**config.mk**
```make
export PLATFORM = sky130hd
export DESIGN_NAME = skid_steer_pd_wheel_drive
export DESIGN_NICKNAME = d
export VERILOG_FILES = /design/src/rtl/sspd_pkg.sv /design/src/rtl/sspd_mul.sv /design/src/rtl/sspd_div.sv /design/src/rtl/skid_steer_pd_wheel_drive.sv
export SDC_FILE = /design/constraint.sdc
export NUM_CORES = 2
export LEC_CHECK = 0
export BUFFER_PORTS_ARGS = -buffer_cell sky130_fd_sc_hd__buf_4
export CORE_MARGIN = 1.5
export CORE_UTILIZATION = 45
export CTS_CLUSTER_DIAMETER = 120
export DETAILED_ROUTE_END_ITERATION = 8
export GPL_ROUTABILITY_DRIVEN = 0
export PLACE_DENSITY_LB_ADDON = 0.12
export RECOVER_POWER = 50
export SLEW_MARGIN = 10
export SYNTH_ARGS = -nofsm -noshare
export SYNTH_HDL_FRONTEND = slang
export SYNTH_SLANG_ARGS = --single-unit
```
**constraint.sdc**
```tcl
create_clock -name clock -period 7.83 [get_ports clock]
set_clock_uncertainty 0.05 [all_clocks]
set_input_delay 0.3915 -clock clock [delete_from_list [all_inputs] [get_ports clock]]
set_output_delay 0.3915 -clock clock [all_outputs]
set_load 0.1 [all_outputs]
```
**src/rtl/sspd_pkg.sv**
```systemverilog
// ----------------------------------------------------------------------------
// sspd_pkg
// shared widths, register indexes and reset values for the skid-steer drive
// ----------------------------------------------------------------------------
package sspd_pkg;

   // field widths
   localparam int IN_W      = 16;
   localparam int CFG_W     = 16;
   localparam int LIM_W     = 15;
   localparam int ERR_W     = 24;
   localparam int SUM_W     = IN_W + 1;
   localparam int CSR_IDX_W = 3;

   // defaults of the top level parameters
   localparam int FRAC_BITS_DEF = 8;
   localparam int REF_CLAMP_DEF = 2560;

   // serial unit defaults, as they follow from the default fraction width
   localparam int MUL_A_W_DEF = ERR_W + 2 + CFG_W - FRAC_BITS_DEF;
   localparam int DIV_N_W_DEF = 2 * IN_W - 1;

   // register indexes
   localparam logic [CSR_IDX_W-1:0] REG_WHEEL_DIAMETER = 3'd0;
   localparam logic [CSR_IDX_W-1:0] REG_TRACK_WIDTH    = 3'd1;
   localparam logic [CSR_IDX_W-1:0] REG_GAIN_P_LINEAR  = 3'd2;
   localparam logic [CSR_IDX_W-1:0] REG_GAIN_D_LINEAR  = 3'd3;
   localparam logic [CSR_IDX_W-1:0] REG_GAIN_P_ANGULAR = 3'd4;
   localparam logic [CSR_IDX_W-1:0] REG_GAIN_D_ANGULAR = 3'd5;
   localparam logic [CSR_IDX_W-1:0] REG_DRIVE_LIMIT    = 3'd6;

   // register reset values
   localparam logic [CFG_W-1:0] WHEEL_DIAMETER_RST = 16'd64;
   localparam logic [CFG_W-1:0] TRACK_WIDTH_RST    = 16'd256;
   localparam logic [CFG_W-1:0] GAIN_P_LINEAR_RST  = 16'd640;
   localparam logic [CFG_W-1:0] GAIN_D_LINEAR_RST  = 16'd0;
   localparam logic [CFG_W-1:0] GAIN_P_ANGULAR_RST = 16'd6400;
   localparam logic [CFG_W-1:0] GAIN_D_ANGULAR_RST = 16'd3840;
   localparam logic [LIM_W-1:0] DRIVE_LIMIT_RST    = 15'd25600;

endpackage

```
**src/rtl/sspd_mul.sv**
```systemverilog
// ----------------------------------------------------------------------------
// sspd_mul
// bit-serial signed by unsigned multiplier, one multiplier bit per cycle
// ----------------------------------------------------------------------------
module sspd_mul import sspd_pkg::*; #(
   parameter int A_W = MUL_A_W_DEF,
   parameter int B_W = CFG_W
) (
   input  logic                     clock,
   input  logic                     reset,
   input  logic                     start,
   input  logic signed [A_W-1:0]    a,
   input  logic        [B_W-1:0]    b,
   output logic                     done,
   output logic signed [A_W+B_W-1:0] product
);

   localparam int CNT_W = (B_W > 1) ? $clog2(B_W) : 1;

   logic signed [A_W-1:0] a_ff, a_in;
   logic        [B_W-1:0] b_ff, b_in;
   logic signed [A_W:0]   hi_ff, hi_in;
   logic        [B_W-1:0] lo_ff, lo_in;
   logic        [CNT_W-1:0] cnt_ff, cnt_in;
   logic                  busy_ff, busy_in;
   logic                  done_ff, done_in;

   logic signed [A_W:0]   addend;
   logic signed [A_W:0]   step_sum;

   assign addend   = b_ff[0] ? (A_W+1)'(a_ff) : '0;
   assign step_sum = hi_ff + addend;

   always_comb begin
      a_in    = a_ff;
      b_in    = b_ff;
      hi_in   = hi_ff;
      lo_in   = lo_ff;
      cnt_in  = cnt_ff;
      busy_in = busy_ff;
      done_in = 1'b0;
      if (start && !busy_ff) begin
         a_in    = a;
         b_in    = b;
         hi_in   = '0;
         lo_in   = '0;
         cnt_in  = '0;
         busy_in = 1'b1;
      end else if (busy_ff) begin
         // add, then shift the partial product one place right
         hi_in  = step_sum >>> 1;
         lo_in  = {step_sum[0], lo_ff[B_W-1:1]};
         b_in   = b_ff >> 1;
         cnt_in = cnt_ff + CNT_W'(1);
         if (cnt_ff == CNT_W'(B_W - 1)) begin
            busy_in = 1'b0;
            done_in = 1'b1;
         end
      end
   end

   always_ff @(posedge clock) begin
      if (reset) begin
         busy_ff <= 1'b0;
         done_ff <= 1'b0;
         cnt_ff  <= '0;
      end else begin
         busy_ff <= busy_in;
         done_ff <= done_in;
         cnt_ff  <= cnt_in;
      end
      a_ff  <= a_in;
      b_ff  <= b_in;
      hi_ff <= hi_in;
      lo_ff <= lo_in;
   end

   assign done    = done_ff;
   assign product = $signed({hi_ff[A_W-1:0], lo_ff});

endmodule

```
**src/rtl/sspd_div.sv**
```systemverilog
// ----------------------------------------------------------------------------
// sspd_div
// restoring unsigned divider, one quotient bit per cycle
// ----------------------------------------------------------------------------
module sspd_div import sspd_pkg::*; #(
   parameter int N_W = DIV_N_W_DEF,
   parameter int D_W = CFG_W
) (
   input  logic           clock,
   input  logic           reset,
   input  logic           start,
   input  logic [N_W-1:0] num,
   input  logic [D_W-1:0] den,
   output logic           done,
   output logic [N_W-1:0] quotient
);

   localparam int CNT_W = (N_W > 1) ? $clog2(N_W) : 1;

   logic [N_W-1:0]   quo_ff, quo_in;
   logic [D_W-1:0]   rem_ff, rem_in;
   logic [D_W-1:0]   den_ff, den_in;
   logic [CNT_W-1:0] cnt_ff, cnt_in;
   logic             busy_ff, busy_in;
   logic             done_ff, done_in;

   logic [D_W:0]     rem_shift;
   logic [D_W:0]     rem_sub;
   logic             fits;

   assign rem_shift = {rem_ff, quo_ff[N_W-1]};
   assign rem_sub   = rem_shift - {1'b0, den_ff};
   assign fits      = (rem_shift >= {1'b0, den_ff});

   always_comb begin
      quo_in  = quo_ff;
      rem_in  = rem_ff;
      den_in  = den_ff;
      cnt_in  = cnt_ff;
      busy_in = busy_ff;
      done_in = 1'b0;
      if (start && !busy_ff) begin
         quo_in  = num;
         rem_in  = '0;
         den_in  = den;
         cnt_in  = '0;
         busy_in = 1'b1;
      end else if (busy_ff) begin
         rem_in = fits ? rem_sub[D_W-1:0] : rem_shift[D_W-1:0];
         quo_in = {quo_ff[N_W-2:0], fits};
         cnt_in = cnt_ff + CNT_W'(1);
         if (cnt_ff == CNT_W'(N_W - 1)) begin
            busy_in = 1'b0;
            done_in = 1'b1;
         end
      end
   end

   always_ff @(posedge clock) begin
      if (reset) begin
         busy_ff <= 1'b0;
         done_ff <= 1'b0;
         cnt_ff  <= '0;
      end else begin
         busy_ff <= busy_in;
         done_ff <= done_in;
         cnt_ff  <= cnt_in;
      end
      quo_ff <= quo_in;
      rem_ff <= rem_in;
      den_ff <= den_in;
   end

   assign done     = done_ff;
   assign quotient = quo_ff;

endmodule

```
**src/rtl/skid_steer_pd_wheel_drive.sv**
```systemverilog
// ----------------------------------------------------------------------------
// skid_steer_pd_wheel_drive
// pd velocity controller for a four-wheel skid-steer base, serial datapath
// ----------------------------------------------------------------------------
//
//  channel  direction  handshake            payload
//  req      in         req_valid/req_stall  four wheel speeds, two references
//  rsp      out        rsp_valid/rsp_stall  left/right drive, speeds, clamped
//  csr      in         csr_valid/csr_ready  csr_index, csr_data
//
//  a beat runs from acceptance to the next acceptance through seven
//  products on the shared bit-serial multiplier (one bit of the 16-bit
//  operand per cycle) and the 31-step restoring divider for the angular
//  speed, plus the prepare, error and output steps
//  reset is synchronous; it restores the registers to their defaults and
//  clears the stored errors and both handshakes
//  a result waiting under rsp_stall does not hold up the next req beat; only
//  loading the following result waits for the output register to empty
//  csr_ready is always high
//
module skid_steer_pd_wheel_drive import sspd_pkg::*; #(
   parameter int FRAC_BITS = FRAC_BITS_DEF,
   parameter int REF_CLAMP = REF_CLAMP_DEF
) (
   input  logic                    clock,
   input  logic                    reset,
   // request channel
   input  logic                    req_valid,
   output logic                    req_stall,
   input  logic signed [IN_W-1:0]  req_vel_front_left,
   input  logic signed [IN_W-1:0]  req_vel_front_right,
   input  logic signed [IN_W-1:0]  req_vel_back_left,
   input  logic signed [IN_W-1:0]  req_vel_back_right,
   input  logic signed [IN_W-1:0]  req_ref_linear,
   input  logic signed [IN_W-1:0]  req_ref_angular,
   // result channel
   output logic                    rsp_valid,
   input  logic                    rsp_stall,
   output logic signed [IN_W-1:0]  rsp_drive_left,
   output logic signed [IN_W-1:0]  rsp_drive_right,
   output logic signed [IN_W-1:0]  rsp_speed_linear,
   output logic signed [IN_W-1:0]  rsp_speed_angular,
   output logic                    rsp_clamped,
   // register write port
   input  logic                    csr_valid,
   output logic                    csr_ready,
   input  logic [CSR_IDX_W-1:0]    csr_index,
   input  logic [CFG_W-1:0]        csr_data
);

   // widths that follow from the fraction width
   localparam int VEL_W   = SUM_W + CFG_W - FRAC_BITS - 2;     // side speeds, linear speed
   localparam int DIFF_W  = VEL_W + 1;                         // side speed sum or difference
   localparam int ANG_W   = DIFF_W + FRAC_BITS;                // angular speed
   localparam int DIV_W   = ANG_W - 1;                         // divider magnitude
   localparam int DE_W    = ERR_W + 1;                         // error change
   localparam int MA_W    = DE_W + CFG_W + 1 - FRAC_BITS;      // multiplicand, pd outputs
   localparam int P_W     = MA_W + CFG_W;                      // products
   localparam int SHIFT_W = MA_W + FRAC_BITS + 1;              // scaled linear command
   localparam int LR_W    = ((SHIFT_W > P_W) ? SHIFT_W : P_W) + 1;
   localparam int SAT_W   = ANG_W + 2;

   localparam logic signed [IN_W-1:0]  REF_HI = IN_W'(REF_CLAMP);
   localparam logic signed [IN_W-1:0]  REF_LO = -REF_HI;
   localparam logic signed [SAT_W-1:0] ERR_HI = SAT_W'((1 << (ERR_W - 1)) - 1);
   localparam logic signed [SAT_W-1:0] ERR_LO = ~ERR_HI;
   localparam logic signed [SAT_W-1:0] OUT_HI = SAT_W'((1 << (IN_W - 1)) - 1);
   localparam logic signed [SAT_W-1:0] OUT_LO = ~OUT_HI;

   // sequencer states
   localparam int STATE_W = 3;
   localparam logic [STATE_W-1:0] S_IDLE = 3'd0;
   localparam logic [STATE_W-1:0] S_MUL  = 3'd1;
   localparam logic [STATE_W-1:0] S_PREP = 3'd2;
   localparam logic [STATE_W-1:0] S_DIV  = 3'd3;
   localparam logic [STATE_W-1:0] S_ERR  = 3'd4;
   localparam logic [STATE_W-1:0] S_OUT  = 3'd5;

   // products, in the order they are formed
   localparam int OP_W = 3;
   localparam logic [OP_W-1:0] OP_VL = 3'd0;   // left wheel sum times diameter
   localparam logic [OP_W-1:0] OP_VR = 3'd1;   // right wheel sum times diameter
   localparam logic [OP_W-1:0] OP_PL = 3'd2;   // linear proportional
   localparam logic [OP_W-1:0] OP_DL = 3'd3;   // linear derivative
   localparam logic [OP_W-1:0] OP_PA = 3'd4;   // angular proportional
   localparam logic [OP_W-1:0] OP_DA = 3'd5;   // angular derivative
   localparam logic [OP_W-1:0] OP_WT = 3'd6;   // track width times angular command

   function automatic logic signed [ERR_W-1:0] sat_err(input logic signed [SAT_W-1:0] x);
      logic signed [SAT_W-1:0] y;
      y = x;
      if (x > ERR_HI) y = ERR_HI;
      else if (x < ERR_LO) y = ERR_LO;
      return ERR_W'(y);
   endfunction

   function automatic logic signed [IN_W-1:0] sat_out(input logic signed [SAT_W-1:0] x);
      logic signed [SAT_W-1:0] y;
      y = x;
      if (x > OUT_HI) y = OUT_HI;
      else if (x < OUT_LO) y = OUT_LO;
      return IN_W'(y);
   endfunction

   // configuration registers
   logic [CFG_W-1:0] wheel_diameter_ff, wheel_diameter_in;
   logic [CFG_W-1:0] track_width_ff, track_width_in;
   logic [CFG_W-1:0] gain_p_linear_ff, gain_p_linear_in;
   logic [CFG_W-1:0] gain_d_linear_ff, gain_d_linear_in;
   logic [CFG_W-1:0] gain_p_angular_ff, gain_p_angular_in;
   logic [CFG_W-1:0] gain_d_angular_ff, gain_d_angular_in;
   logic [LIM_W-1:0] drive_limit_ff, drive_limit_in;

   // control
   logic [STATE_W-1:0] state_ff, state_in;
   logic [OP_W-1:0]    op_ff, op_in;
   logic               kick_ff, kick_in;
   logic               rsp_valid_ff, rsp_valid_in;

   // stored errors of the previous tick
   logic signed [ERR_W-1:0] prev_err_lin_ff, prev_err_lin_in;
   logic signed [ERR_W-1:0] prev_err_ang_ff, prev_err_ang_in;

   // working registers
   logic signed [SUM_W-1:0] sum_l_ff, sum_l_in;
   logic signed [SUM_W-1:0] sum_r_ff, sum_r_in;
   logic signed [IN_W-1:0]  ref_lin_ff, ref_lin_in;
   logic signed [IN_W-1:0]  ref_ang_ff, ref_ang_in;
   logic signed [VEL_W-1:0] vel_l_ff, vel_l_in;
   logic signed [VEL_W-1:0] vel_r_ff, vel_r_in;
   logic signed [VEL_W-1:0] lin_ff, lin_in;
   logic signed [ANG_W-1:0] ang_ff, ang_in;
   logic        [DIV_W-1:0] div_num_ff, div_num_in;
   logic                    div_neg_ff, div_neg_in;
   logic signed [ERR_W-1:0] err_lin_ff, err_lin_in;
   logic signed [ERR_W-1:0] err_ang_ff, err_ang_in;
   logic signed [P_W-1:0]   acc_ff, acc_in;
   logic signed [MA_W-1:0]  uv_ff, uv_in;
   logic signed [MA_W-1:0]  uw_ff, uw_in;

   // output register
   logic signed [IN_W-1:0]  drive_left_ff, drive_left_in;
   logic signed [IN_W-1:0]  drive_right_ff, drive_right_in;
   logic signed [IN_W-1:0]  speed_lin_ff, speed_lin_in;
   logic signed [IN_W-1:0]  speed_ang_ff, speed_ang_in;
   logic                    clamped_ff, clamped_in;

   // datapath nets
   logic                    req_accept;
   logic                    csr_write;
   logic [CFG_W-1:0]        track_eff;
   logic signed [SUM_W-1:0] wheels_l, wheels_r;
   logic signed [IN_W-1:0]  ref_lin_sat, ref_ang_sat;
   logic signed [DIFF_W-1:0] vel_sum, vel_diff;
   logic        [ANG_W-1:0] ang_num;
   logic        [ANG_W-1:0] ang_mag;
   logic        [ANG_W-1:0] quo_ext;
   logic signed [SAT_W-1:0] err_lin_wide, err_ang_wide;
   logic signed [DE_W-1:0]  de_lin, de_ang;
   logic signed [P_W-1:0]   pd_sum;
   logic signed [LR_W-1:0]  uv_scaled, w_term;
   logic signed [LR_W-1:0]  left_pre, right_pre, left_full, right_full;
   logic signed [LR_W-1:0]  lim_pos, lim_neg;
   logic signed [LR_W-1:0]  left_sat, right_sat;
   logic                    limit_hit;
   logic                    out_load;

   // serial units
   logic                    mul_start, mul_done;
   logic signed [MA_W-1:0]  mul_a;
   logic        [CFG_W-1:0] mul_b;
   logic signed [P_W-1:0]   mul_prod;
   logic                    div_start, div_done;
   logic        [DIV_W-1:0] div_quo;

   assign req_accept = req_valid && !req_stall;
   assign csr_write  = csr_valid && csr_ready;
   assign track_eff  = (track_width_ff == '0) ? CFG_W'(1) : track_width_ff;

   // reference clamp and wheel sums at the input
   assign wheels_l = SUM_W'(req_vel_front_left) + SUM_W'(req_vel_back_left);
   assign wheels_r = SUM_W'(req_vel_front_right) + SUM_W'(req_vel_back_right);
   assign ref_lin_sat = (req_ref_linear > REF_HI) ? REF_HI :
                        (req_ref_linear < REF_LO) ? REF_LO : req_ref_linear;
   assign ref_ang_sat = (req_ref_angular > REF_HI) ? REF_HI :
                        (req_ref_angular < REF_LO) ? REF_LO : req_ref_angular;

   // side speed sum and difference
   assign vel_sum  = DIFF_W'(vel_r_ff) + DIFF_W'(vel_l_ff);
   assign vel_diff = DIFF_W'(vel_r_ff) - DIFF_W'(vel_l_ff);

   // floor division of a negative value goes through its complement
   assign ang_num = {vel_diff, {FRAC_BITS{1'b0}}};
   assign ang_mag = vel_diff[DIFF_W-1] ? ~ang_num : ang_num;
   assign quo_ext = {1'b0, div_quo};

   // errors before saturation
   assign err_lin_wide = SAT_W'(ref_lin_ff) - SAT_W'(lin_ff);
   assign err_ang_wide = SAT_W'(ref_ang_ff) - SAT_W'(ang_ff);
   assign de_lin = DE_W'(err_lin_ff) - DE_W'(prev_err_lin_ff);
   assign de_ang = DE_W'(err_ang_ff) - DE_W'(prev_err_ang_ff);
   assign pd_sum = acc_ff + mul_prod;

   // inverse kinematics, halving folded into the final shift
   assign uv_scaled  = LR_W'(uv_ff) <<< (FRAC_BITS + 1);
   assign w_term     = LR_W'(acc_ff);
   assign left_pre   = uv_scaled - w_term;
   assign right_pre  = uv_scaled + w_term;
   assign left_full  = left_pre >>> (FRAC_BITS + 2);
   assign right_full = right_pre >>> (FRAC_BITS + 2);
   assign lim_pos    = $signed(LR_W'(drive_limit_ff));
   assign lim_neg    = -lim_pos;
   assign left_sat   = (left_full > lim_pos) ? lim_pos :
                       (left_full < lim_neg) ? lim_neg : left_full;
   assign right_sat  = (right_full > lim_pos) ? lim_pos :
                       (right_full < lim_neg) ? lim_neg : right_full;
   // a drive exactly on the limit does not count as clamped
   assign limit_hit  = (left_full > lim_pos) || (left_full < lim_neg) ||
                       (right_full > lim_pos) || (right_full < lim_neg);

   // the output register takes a result once it is empty or being emptied
   assign out_load = (state_ff == S_OUT) && (!rsp_valid_ff || !rsp_stall);

   // multiplier operand select
   always_comb begin
      mul_a = '0;
      mul_b = '0;
      unique case (op_ff)
         OP_VL: begin
            mul_a = MA_W'(sum_l_ff);
            mul_b = wheel_diameter_ff;
         end
         OP_VR: begin
            mul_a = MA_W'(sum_r_ff);
            mul_b = wheel_diameter_ff;
         end
         OP_PL: begin
            mul_a = MA_W'(err_lin_ff);
            mul_b = gain_p_linear_ff;
         end
         OP_DL: begin
            mul_a = MA_W'(de_lin);
            mul_b = gain_d_linear_ff;
         end
         OP_PA: begin
            mul_a = MA_W'(err_ang_ff);
            mul_b = gain_p_angular_ff;
         end
         OP_DA: begin
            mul_a = MA_W'(de_ang);
            mul_b = gain_d_angular_ff;
         end
         OP_WT: begin
            mul_a = uw_ff;
            mul_b = track_eff;
         end
         default: begin
            mul_a = '0;
            mul_b = '0;
         end
      endcase
   end

   assign mul_start = kick_ff && (state_ff == S_MUL);
   assign div_start = kick_ff && (state_ff == S_DIV);

   // register writes
   always_comb begin
      wheel_diameter_in = wheel_diameter_ff;
      track_width_in    = track_width_ff;
      gain_p_linear_in  = gain_p_linear_ff;
      gain_d_linear_in  = gain_d_linear_ff;
      gain_p_angular_in = gain_p_angular_ff;
      gain_d_angular_in = gain_d_angular_ff;
      drive_limit_in    = drive_limit_ff;
      if (csr_write) begin
         unique case (csr_index)
            REG_WHEEL_DIAMETER: wheel_diameter_in = csr_data;
            REG_TRACK_WIDTH:    track_width_in    = csr_data;
            REG_GAIN_P_LINEAR:  gain_p_linear_in  = csr_data;
            REG_GAIN_D_LINEAR:  gain_d_linear_in  = csr_data;
            REG_GAIN_P_ANGULAR: gain_p_angular_in = csr_data;
            REG_GAIN_D_ANGULAR: gain_d_angular_in = csr_data;
            REG_DRIVE_LIMIT:    drive_limit_in    = csr_data[LIM_W-1:0];
            default: ;  // index beyond the register list, write dropped
         endcase
      end
   end

   // sequencer
   always_comb begin
      state_in        = state_ff;
      op_in           = op_ff;
      kick_in         = 1'b0;
      prev_err_lin_in = prev_err_lin_ff;
      prev_err_ang_in = prev_err_ang_ff;
      sum_l_in        = sum_l_ff;
      sum_r_in        = sum_r_ff;
      ref_lin_in      = ref_lin_ff;
      ref_ang_in      = ref_ang_ff;
      vel_l_in        = vel_l_ff;
      vel_r_in        = vel_r_ff;
      lin_in          = lin_ff;
      ang_in          = ang_ff;
      div_num_in      = div_num_ff;
      div_neg_in      = div_neg_ff;
      err_lin_in      = err_lin_ff;
      err_ang_in      = err_ang_ff;
      acc_in          = acc_ff;
      uv_in           = uv_ff;
      uw_in           = uw_ff;

      unique case (state_ff)
         S_IDLE: begin
            if (req_accept) begin
               sum_l_in   = wheels_l;
               sum_r_in   = wheels_r;
               ref_lin_in = ref_lin_sat;
               ref_ang_in = ref_ang_sat;
               op_in      = OP_VL;
               kick_in    = 1'b1;
               state_in   = S_MUL;
            end
         end
         S_MUL: begin
            if (mul_done) begin
               case (op_ff)
                  OP_VL: begin
                     // mean of two wheels times half the diameter
                     vel_l_in = VEL_W'(mul_prod >>> (FRAC_BITS + 2));
                     op_in    = OP_VR;
                     kick_in  = 1'b1;
                  end
                  OP_VR: begin
                     vel_r_in = VEL_W'(mul_prod >>> (FRAC_BITS + 2));
                     state_in = S_PREP;
                  end
                  OP_PL: begin
                     acc_in  = mul_prod;
                     op_in   = OP_DL;
                     kick_in = 1'b1;
                  end
                  OP_DL: begin
                     uv_in           = MA_W'(pd_sum >>> FRAC_BITS);
                     prev_err_lin_in = err_lin_ff;
                     op_in           = OP_PA;
                     kick_in         = 1'b1;
                  end
                  OP_PA: begin
                     acc_in  = mul_prod;
                     op_in   = OP_DA;
                     kick_in = 1'b1;
                  end
                  OP_DA: begin
                     uw_in           = MA_W'(pd_sum >>> FRAC_BITS);
                     prev_err_ang_in = err_ang_ff;
                     op_in           = OP_WT;
                     kick_in         = 1'b1;
                  end
                  default: begin
                     // track width term, kept in the accumulator
                     acc_in   = mul_prod;
                     state_in = S_OUT;
                  end
               endcase
            end
         end
         S_PREP: begin
            lin_in     = VEL_W'(vel_sum >>> 1);
            div_num_in = ang_mag[DIV_W-1:0];
            div_neg_in = vel_diff[DIFF_W-1];
            kick_in    = 1'b1;
            state_in   = S_DIV;
         end
         S_DIV: begin
            if (div_done) begin
               ang_in   = $signed(div_neg_ff ? ~quo_ext : quo_ext);
               state_in = S_ERR;
            end
         end
         S_ERR: begin
            err_lin_in = sat_err(err_lin_wide);
            err_ang_in = sat_err(err_ang_wide);
            op_in      = OP_PL;
            kick_in    = 1'b1;
            state_in   = S_MUL;
         end
         S_OUT: begin
            if (out_load) begin
               state_in = S_IDLE;
            end
         end
         default: begin
            state_in = S_IDLE;
         end
      endcase
   end

   // output register
   always_comb begin
      drive_left_in  = drive_left_ff;
      drive_right_in = drive_right_ff;
      speed_lin_in   = speed_lin_ff;
      speed_ang_in   = speed_ang_ff;
      clamped_in     = clamped_ff;
      rsp_valid_in   = rsp_valid_ff;
      if (out_load) begin
         drive_left_in  = IN_W'(left_sat);
         drive_right_in = IN_W'(right_sat);
         speed_lin_in   = sat_out(SAT_W'(lin_ff));
         speed_ang_in   = sat_out(SAT_W'(ang_ff));
         clamped_in     = limit_hit;
         rsp_valid_in   = 1'b1;
      end else if (!rsp_stall) begin
         rsp_valid_in = 1'b0;
      end
   end

   always_ff @(posedge clock) begin
      if (reset) begin
         wheel_diameter_ff <= WHEEL_DIAMETER_RST;
         track_width_ff    <= TRACK_WIDTH_RST;
         gain_p_linear_ff  <= GAIN_P_LINEAR_RST;
         gain_d_linear_ff  <= GAIN_D_LINEAR_RST;
         gain_p_angular_ff <= GAIN_P_ANGULAR_RST;
         gain_d_angular_ff <= GAIN_D_ANGULAR_RST;
         drive_limit_ff    <= DRIVE_LIMIT_RST;
         state_ff          <= S_IDLE;
         op_ff             <= OP_VL;
         kick_ff           <= 1'b0;
         rsp_valid_ff      <= 1'b0;
         prev_err_lin_ff   <= '0;
         prev_err_ang_ff   <= '0;
      end else begin
         wheel_diameter_ff <= wheel_diameter_in;
         track_width_ff    <= track_width_in;
         gain_p_linear_ff  <= gain_p_linear_in;
         gain_d_linear_ff  <= gain_d_linear_in;
         gain_p_angular_ff <= gain_p_angular_in;
         gain_d_angular_ff <= gain_d_angular_in;
         drive_limit_ff    <= drive_limit_in;
         state_ff          <= state_in;
         op_ff             <= op_in;
         kick_ff           <= kick_in;
         rsp_valid_ff      <= rsp_valid_in;
         prev_err_lin_ff   <= prev_err_lin_in;
         prev_err_ang_ff   <= prev_err_ang_in;
      end
      sum_l_ff       <= sum_l_in;
      sum_r_ff       <= sum_r_in;
      ref_lin_ff     <= ref_lin_in;
      ref_ang_ff     <= ref_ang_in;
      vel_l_ff       <= vel_l_in;
      vel_r_ff       <= vel_r_in;
      lin_ff         <= lin_in;
      ang_ff         <= ang_in;
      div_num_ff     <= div_num_in;
      div_neg_ff     <= div_neg_in;
      err_lin_ff     <= err_lin_in;
      err_ang_ff     <= err_ang_in;
      acc_ff         <= acc_in;
      uv_ff          <= uv_in;
      uw_ff          <= uw_in;
      drive_left_ff  <= drive_left_in;
      drive_right_ff <= drive_right_in;
      speed_lin_ff   <= speed_lin_in;
      speed_ang_ff   <= speed_ang_in;
      clamped_ff     <= clamped_in;
   end

   // shared bit-serial multiplier
   sspd_mul #(
      .A_W (MA_W),
      .B_W (CFG_W)
   ) u_mul (
      .clock   (clock),
      .reset   (reset),
      .start   (mul_start),
      .a       (mul_a),
      .b       (mul_b),
      .done    (mul_done),
      .product (mul_prod)
   );

   // angular speed divider
   sspd_div #(
      .N_W (DIV_W),
      .D_W (CFG_W)
   ) u_div (
      .clock    (clock),
      .reset    (reset),
      .start    (div_start),
      .num      (div_num_ff),
      .den      (track_eff),
      .done     (div_done),
      .quotient (div_quo)
   );

   assign req_stall         = (state_ff != S_IDLE);
   assign rsp_valid         = rsp_valid_ff;
   assign rsp_drive_left    = drive_left_ff;
   assign rsp_drive_right   = drive_right_ff;
   assign rsp_speed_linear  = speed_lin_ff;
   assign rsp_speed_angular = speed_ang_ff;
   assign rsp_clamped       = clamped_ff;
   assign csr_ready         = 1'b1;

endmodule

```
== After elaboration in Yosys (flattened, before gate mapping) ==
Cells that the tools add are included.
Storage, ports and cells
  bits in registers: 773
  latch bits: 0
  memory bits (writable): 0
  ROM bits: 0
  input port bits: 120
  memories: 0
Operators by class
  add/subtract/negate cells: 16
  $mul: 0
  divide/modulo/power cells: 0
  order comparisons: 17
  eq/ne operators: 26
  shift-type cells: 0
  muxes and demuxes: 45
  bitwise operators: 5
  reductions and logical operators: 49
Operators with widths (count)
  $pmux W34 S7: 1
  $mux W16: 10
  $mux W31: 4
  $lt A41 B51 Y1: 2
  $pmux W16 S6: 1
  $gt A41 B16 Y1: 2
  $add A43 B50 Y51: 1
  $neg A15 Y51: 1
  $sub A43 B50 Y51: 1
  $sub A24 B24 Y25: 2
  $mux W24: 2
  $add A42 B42 Y42: 1
  $add A34 B35 Y35: 1
  $mux W35: 1
  $add A16 B16 Y17: 2
  $gt A33 B24 Y1 const B: 1
  $lt A33 B24 Y1 const B: 1
  $sub A16 B32 Y33: 1
  $gt A16 B13 Y1 const B: 2
  $gt A32 B16 Y1 const B: 1
  $lt A16 B13 Y1 const B: 2
  $lt A32 B16 Y1 const B: 1
  $not A31 Y32: 1
  $not A31 Y31: 1
  43 further kinds: 115

== Depth between registers and ports, before layout ==
  depth after elaboration: 5
  gate-level depth with buffers: 26
  mapped depth without buffers: 25

== Modules after synthesis ==
From an unflattened synthesis, not the netlist that was laid out.
Unflattened totals
  cells, all modules: 5307
  area, all modules: 50399.6 um^2
By module, submodules not included
  skid_steer_pd_wheel_drive: times used 1, cells each 4395, area an instance 40861.7 um^2, seq. area each 16045.4 um^2
  sspd_mul: times used 1, cells each 604, area an instance 5969.5 um^2, seq. area each 2622.5 um^2
  sspd_div: times used 1, cells each 308, area an instance 3568.4 um^2, seq. area each 1871.8 um^2

== Worst setup path after synthesis ==
OpenSTA, ideal clock, no wires.
  path type: reg-to-reg
  start point: register acc_ff[10]
  end point: register drive_right_ff[0], in the netlist rsp_drive_right[0] (data pin)
  arrival: 5.467 ns
  required time: 7.515 ns
  path slack: 2.048 ns
  cell stages (with the launch flop): 26
  buffers on the path: 0
  cells stage by stage: edfxtp_1 -> inv_1 -> ha_1 -> nor2b_1 -> o311ai_1 -> a211oi_2 -> o31ai_4 -> o311ai_1 -> o2111ai_1 -> a21oi_1 -> o41ai_1 -> a22oi_1 -> inv_1 -> ha_1 -> a21o_1 -> a21o_1 -> a21o_1 -> a21o_1 -> a21o_1 -> a21oi_1 -> nand2_1 -> mux2i_1 -> clkinv_1 -> and3_1 -> a221oi_1 -> a31oi_1
On the way
  longest elaborated chain between the ends: 4
  elaborated cells on any way between the ends: 5
Ends and longest elaborated chain
  from (decl): line skid_steer_pd_wheel_drive.sv:137  | logic signed [P_W-1:0] acc_ff, acc_in;
  from (signal assigned): line skid_steer_pd_wheel_drive.sv:461  | acc_ff <= acc_in;
  $add A43 B50 Y51 *: line skid_steer_pd_wheel_drive.sv:208  | assign right_pre = uv_scaled + w_term;
  $lt A41 B51 Y1: line skid_steer_pd_wheel_drive.sv:216  | (right_full < lim_neg) ? lim_neg : right_full;
  $mux W16: line skid_steer_pd_wheel_drive.sv:216
  $mux W15 *: line skid_steer_pd_wheel_drive.sv:215  | assign right_sat = (right_full > lim_pos) ? lim_pos :
  named net right_sat[0]: line skid_steer_pd_wheel_drive.sv:164  | logic signed [LR_W-1:0] left_sat, right_sat;
  to (signal assigned): line skid_steer_pd_wheel_drive.sv:465  | drive_right_ff <= drive_right_in;
  to (decl): line skid_steer_pd_wheel_drive.sv:143  | logic signed [IN_W-1:0] drive_right_ff, drive_right_in;
The timed path passes the listed nets; every way through them passes the cells marked *.
A chain may end at the register's enable or synchronous reset.

== Worst setup path after layout ==
  start point: register acc_ff[10]
  end point: register drive_right_ff[7], in the netlist rsp_drive_right[7] (data pin)
The elaborated chain is that of the path after synthesis.

==> flow_metrics.py <==
metrics = {
    "detailed_routing": {
        "drtIter0Drc": 3163,
        "routed_via_density": 5.61,
        "postRouteAntennaNets": 0,
        "wl_mm": 141,
        "drt_pre_antenna_iters": 6,
        "dr_total_vias": 40000,
        "post_drt_wl_per_cell_um": 19.9,
        "drcViolationCount": 0,
    },
    "die": {
        "top_level_pins": 188,
        "floorplan.core_area_mm2": 0.109,
        "placement_rows": 121,
        "design.die.area_mm2": 0.113,
        "floorplan.die.height_um": 336,
        "die_width_um": 336,
        "initial_core_util_pct": 45.6,
    },
    "worst_hold_path": {
        "hp-start": "rsp_stall",
        "worstHoldEndpoint": "rsp_valid$_SDFFE_PP0P_",
        "worst_hold_path.num_cells": 3,
        "timing.hold.worst.class": "in2reg",
    },
    "timing": {
        "whs_ns": 0.0528,
        "timing_hold_violations_final": 0,
        "finalSetupViolations": 0,
        "max_clock_freq_mhz": 148,
        "period_minus_slack_ns": 6.74,
        "post_route_fraction_of_the_period_consumed_by_the_critical_path_pct": 86.0,
        "max_slew.worst_pin.slew_ns": 5.04,
        "maxSlewHeadroom_pct": -236,
        "tns_ns": 0,
        "slew_violations": 488,
        "worst_slack_ns": 1.09,
        "setup_repair_after_global_routing_missed_its_margin": "no",
    },
    "power_and_ir_drop": {
        "finalPower_mw": 10.6,
        "power-per-cell-area_mw_per_mm2": 189,
        "peakVddDrop_mv": 0.173,
        "leakagePower_nw": 22.3,
    },
    "run": {
        "maxCapViolations": 9,
    },
    "clocking": {
        "cts_buffers": 88,
        "clock-sinks": 766,
        "clkTransAtPathRegs_ns": 0.06,
        "cts_setup_buffers": 0,
        "tritoncts": "built",
        "cts-resized-gates": 0,
        "htree_num_levels": 3,
        "cts_root_buf": "clkbuf_16",
        "clk_latency_ns": 0.69,
        "max-clock-path-buffers": 3,
    },
    "setup_path": {
        "most_frequent_cp_cell": "a21o_1",
        "timing.setup.critical_path_class": "reg2reg",
        "critical_register_to_register_path_endpoint": "rsp_drive_right[7]$_DFFE_PP_",
        "timing.critical_path.arrival_ns": 7.11,
        "critPathRequiredTime_ns": 8.21,
        "worst_setup_path_start_kind": "flip-flop",
        "setup_slack_reg_to_reg_ns": 1.09,
        "end_kind": "flip-flop",
        "worstPathMaxFanout": 22,
        "cpMaxStageDelayCell": "o2111ai_1",
        "reg2regPathDepth": 25,
        "timing.rr.start": "acc_ff[10]$_DFFE_PP_",
        "max_stage_delay_ns": 0.48,
    },
    "global_route": {
        "grt_first_pass_wirelength_mm": 218,
        "first_global_vias": 38000,
        "grt-ovfl-total": 0,
        "number_of_antenna_violations_at_the_first_check_in_global_routing": 1,
        "pin_count_of_the_biggest_net_entering_global_routing": 98,
        "grt_util_all_layers_pct": 24.6,
    },
    "placed_design": {
        "placed_cell_area_mm2": 0.0528,
        "buffer_ports.inserted": 186,
        "detailed_place_hpwl_mm": 107,
        "dp_slack_ns": 1.13,
        "place_inst": 6898,
    },
    "logic_synthesis": {
        "yosys_most_used_dff": "edfxtp_1",
        "seq_area_frac_synth_pct": 41.2,
        "yosys_register_bits": 766,
        "async_reset_ff_share_pct": 0,
        "synth.avg_cell_area_um2": 9.23,
        "synth-edff-count": 520,
        "post_synth_num_cell_types": 97,
        "synth_area_mm2": 0.0498,
        "syn_inst": 5397,
        "postSynthNetCount": 6016,
        "yosysWarningCount": 0,
    },
    "final_layout": {
        "final_core_util_pct": 51.2,
        "mostFrequentLayoutCell": "nand2_1",
        "layout_cells_sized_above_1_pct": 7.16,
        "layout.cells.non_filler": 7122,
        "final_area_mm2": 0.0559,
        "syn_to_final_growth_pct": 12.3,
        "nNetsFinal": 6185,
        "layout_common_cells": "nand2_1 (707), edfxtp_1 (520), ha_1 (488)",
    },
    "run_status": {
        "status": "complete, but fails checks",
        "failed_checks": "capacitance limit, slew limit",
    },
}
[synth_stat cells (33+ instances only)]
| library cell | n | area, um2 |
|---|---|---|
| o21bai_1 | 38 | 285 |
| a211oi_1 | 41 | 308 |
| o21a_1 | 54 | 405 |
| xor2_1 | 118 | 1030 |
| o211ai_1 | 43 | 323 |
| xnor2_1 | 201 | 1760 |
| and2_1 | 72 | 450 |
| inv_1 | 392 | 1470 |
| nand2_1 | 708 | 2660 |
| nor2_1 | 336 | 1260 |
| edfxtp_1 | 520 | 15600 |
| ha_1 | 488 | 6110 |
| a31oi_1 | 42 | 263 |
| a21o_1 | 152 | 1140 |
| mux2i_1 | 78 | 781 |
| nand3_1 | 91 | 455 |
| nor2b_1 | 65 | 407 |
| nor3_1 | 123 | 616 |
| a21oi_1 | 462 | 2310 |
| nand2b_1 | 47 | 294 |
| nor4_1 | 42 | 263 |
| dfxtp_1 | 246 | 4920 |
| o21ai_0 | 309 | 1550 |
| clkbuf_1 | 183 | 687 |
| nand4_1 | 64 | 400 |
| or3_1 | 33 | 206 |
[power by group]
part | total [mW] | leakage (nW) | internal, mW | switching [mW]
Combinational | 1.63 | 14.2 | 0.651 | 0.984
Sequential | 4.82 | 6.70 | 4.59 | 0.225
Clock | 4.11 | 1.39 | 2.34 | 1.76
Total | 10.6 | 22.3 | 7.58 | 2.97
[sequential cells by signal, indices dropped and copies added (netlist names), 31 cells and up]
name            count
acc_ff             50
u_mul.a_ff         34
u_mul.hi_ff        34
uv_ff              34
uw_ff              34
ang_ff             32
u_div.quotient     31
[area by class of cell]
cell class	count	area [um2]
fill	10200	53400
multi-input combinational	4014	27100
sequential	766	20500
clock buffer	122	2400
timing repair buffer	300	2080
tap	1476	1850
inverter	396	1490
clock inverter	44	487
antenna	4	10.0
[worst max-delay path by stage]
stage | from | end | slack [ns]
3_3_place_gp | acc_ff[10]$_DFFE_PP_ | rsp_drive_right[7]$_DFFE_PP_ | 1.30
6_report | acc_ff[10]$_DFFE_PP_ | rsp_drive_right[7]$_DFFE_PP_ | 1.09
5_1_grt | acc_ff[10]$_DFFE_PP_ | rsp_drive_right[7]$_DFFE_PP_ | 0.63
3_5_place_dp | acc_ff[10]$_DFFE_PP_ | rsp_drive_right[7]$_DFFE_PP_ | 1.13
4_1_cts | acc_ff[10]$_DFFE_PP_ | rsp_drive_right[7]$_DFFE_PP_ | 1.13
2_1_floorplan | acc_ff[10]$_DFFE_PP_ | rsp_drive_right[0]$_DFFE_PP_ | 2.05
[per-layer routing]
metal	track usage (%)	part of all wire, %	vias to the layer above
met3	2.58	4.4	192
met1	33.8	46	19100
met2	40.9	47	964
met4	6.92	2.8	0
li1	-	-	19700
met5	0	0	-
[critical path, delay by kind of cell, from the launching register on]
kind,cells,cell delay [ns]
buf+inv,4,0.71
xor+xnor,1,0.30
flops,1,0.39
fa+ha+maj,2,0.70
mux,2,0.59
compound gates,14,3.43
simple gates,2,0.30
[cell families (layout without fill, tap and decap cells)]
| group | count (synthesis) | in the layout | share of synthesized area [%] |
|---|---|---|---|
| xor gates and xnor gates | 319 | 319 | 5.61 |
| and+or+nand+nor | 1676 | 1676 | 15.5 |
| DFF | 766 | 766 | 41.2 |
| other | 1 | 5 | 0.00753 |
| buffers and inverters | 617 | 862 | 4.73 |
| adders and majority gates | 499 | 499 | 12.7 |
| AOI/OAI and AO/OA | 1412 | 1412 | 17.8 |
| muxes | 107 | 107 | 2.38 |
[timing repair]
action | in CTS | in global routing
hold buffers | 54 | 0
endpoints found under the setup margin | 0 | 0
endpoints found under the hold margin | 151 | 0
Note: power is estimated with default switching activity, not from simulation.
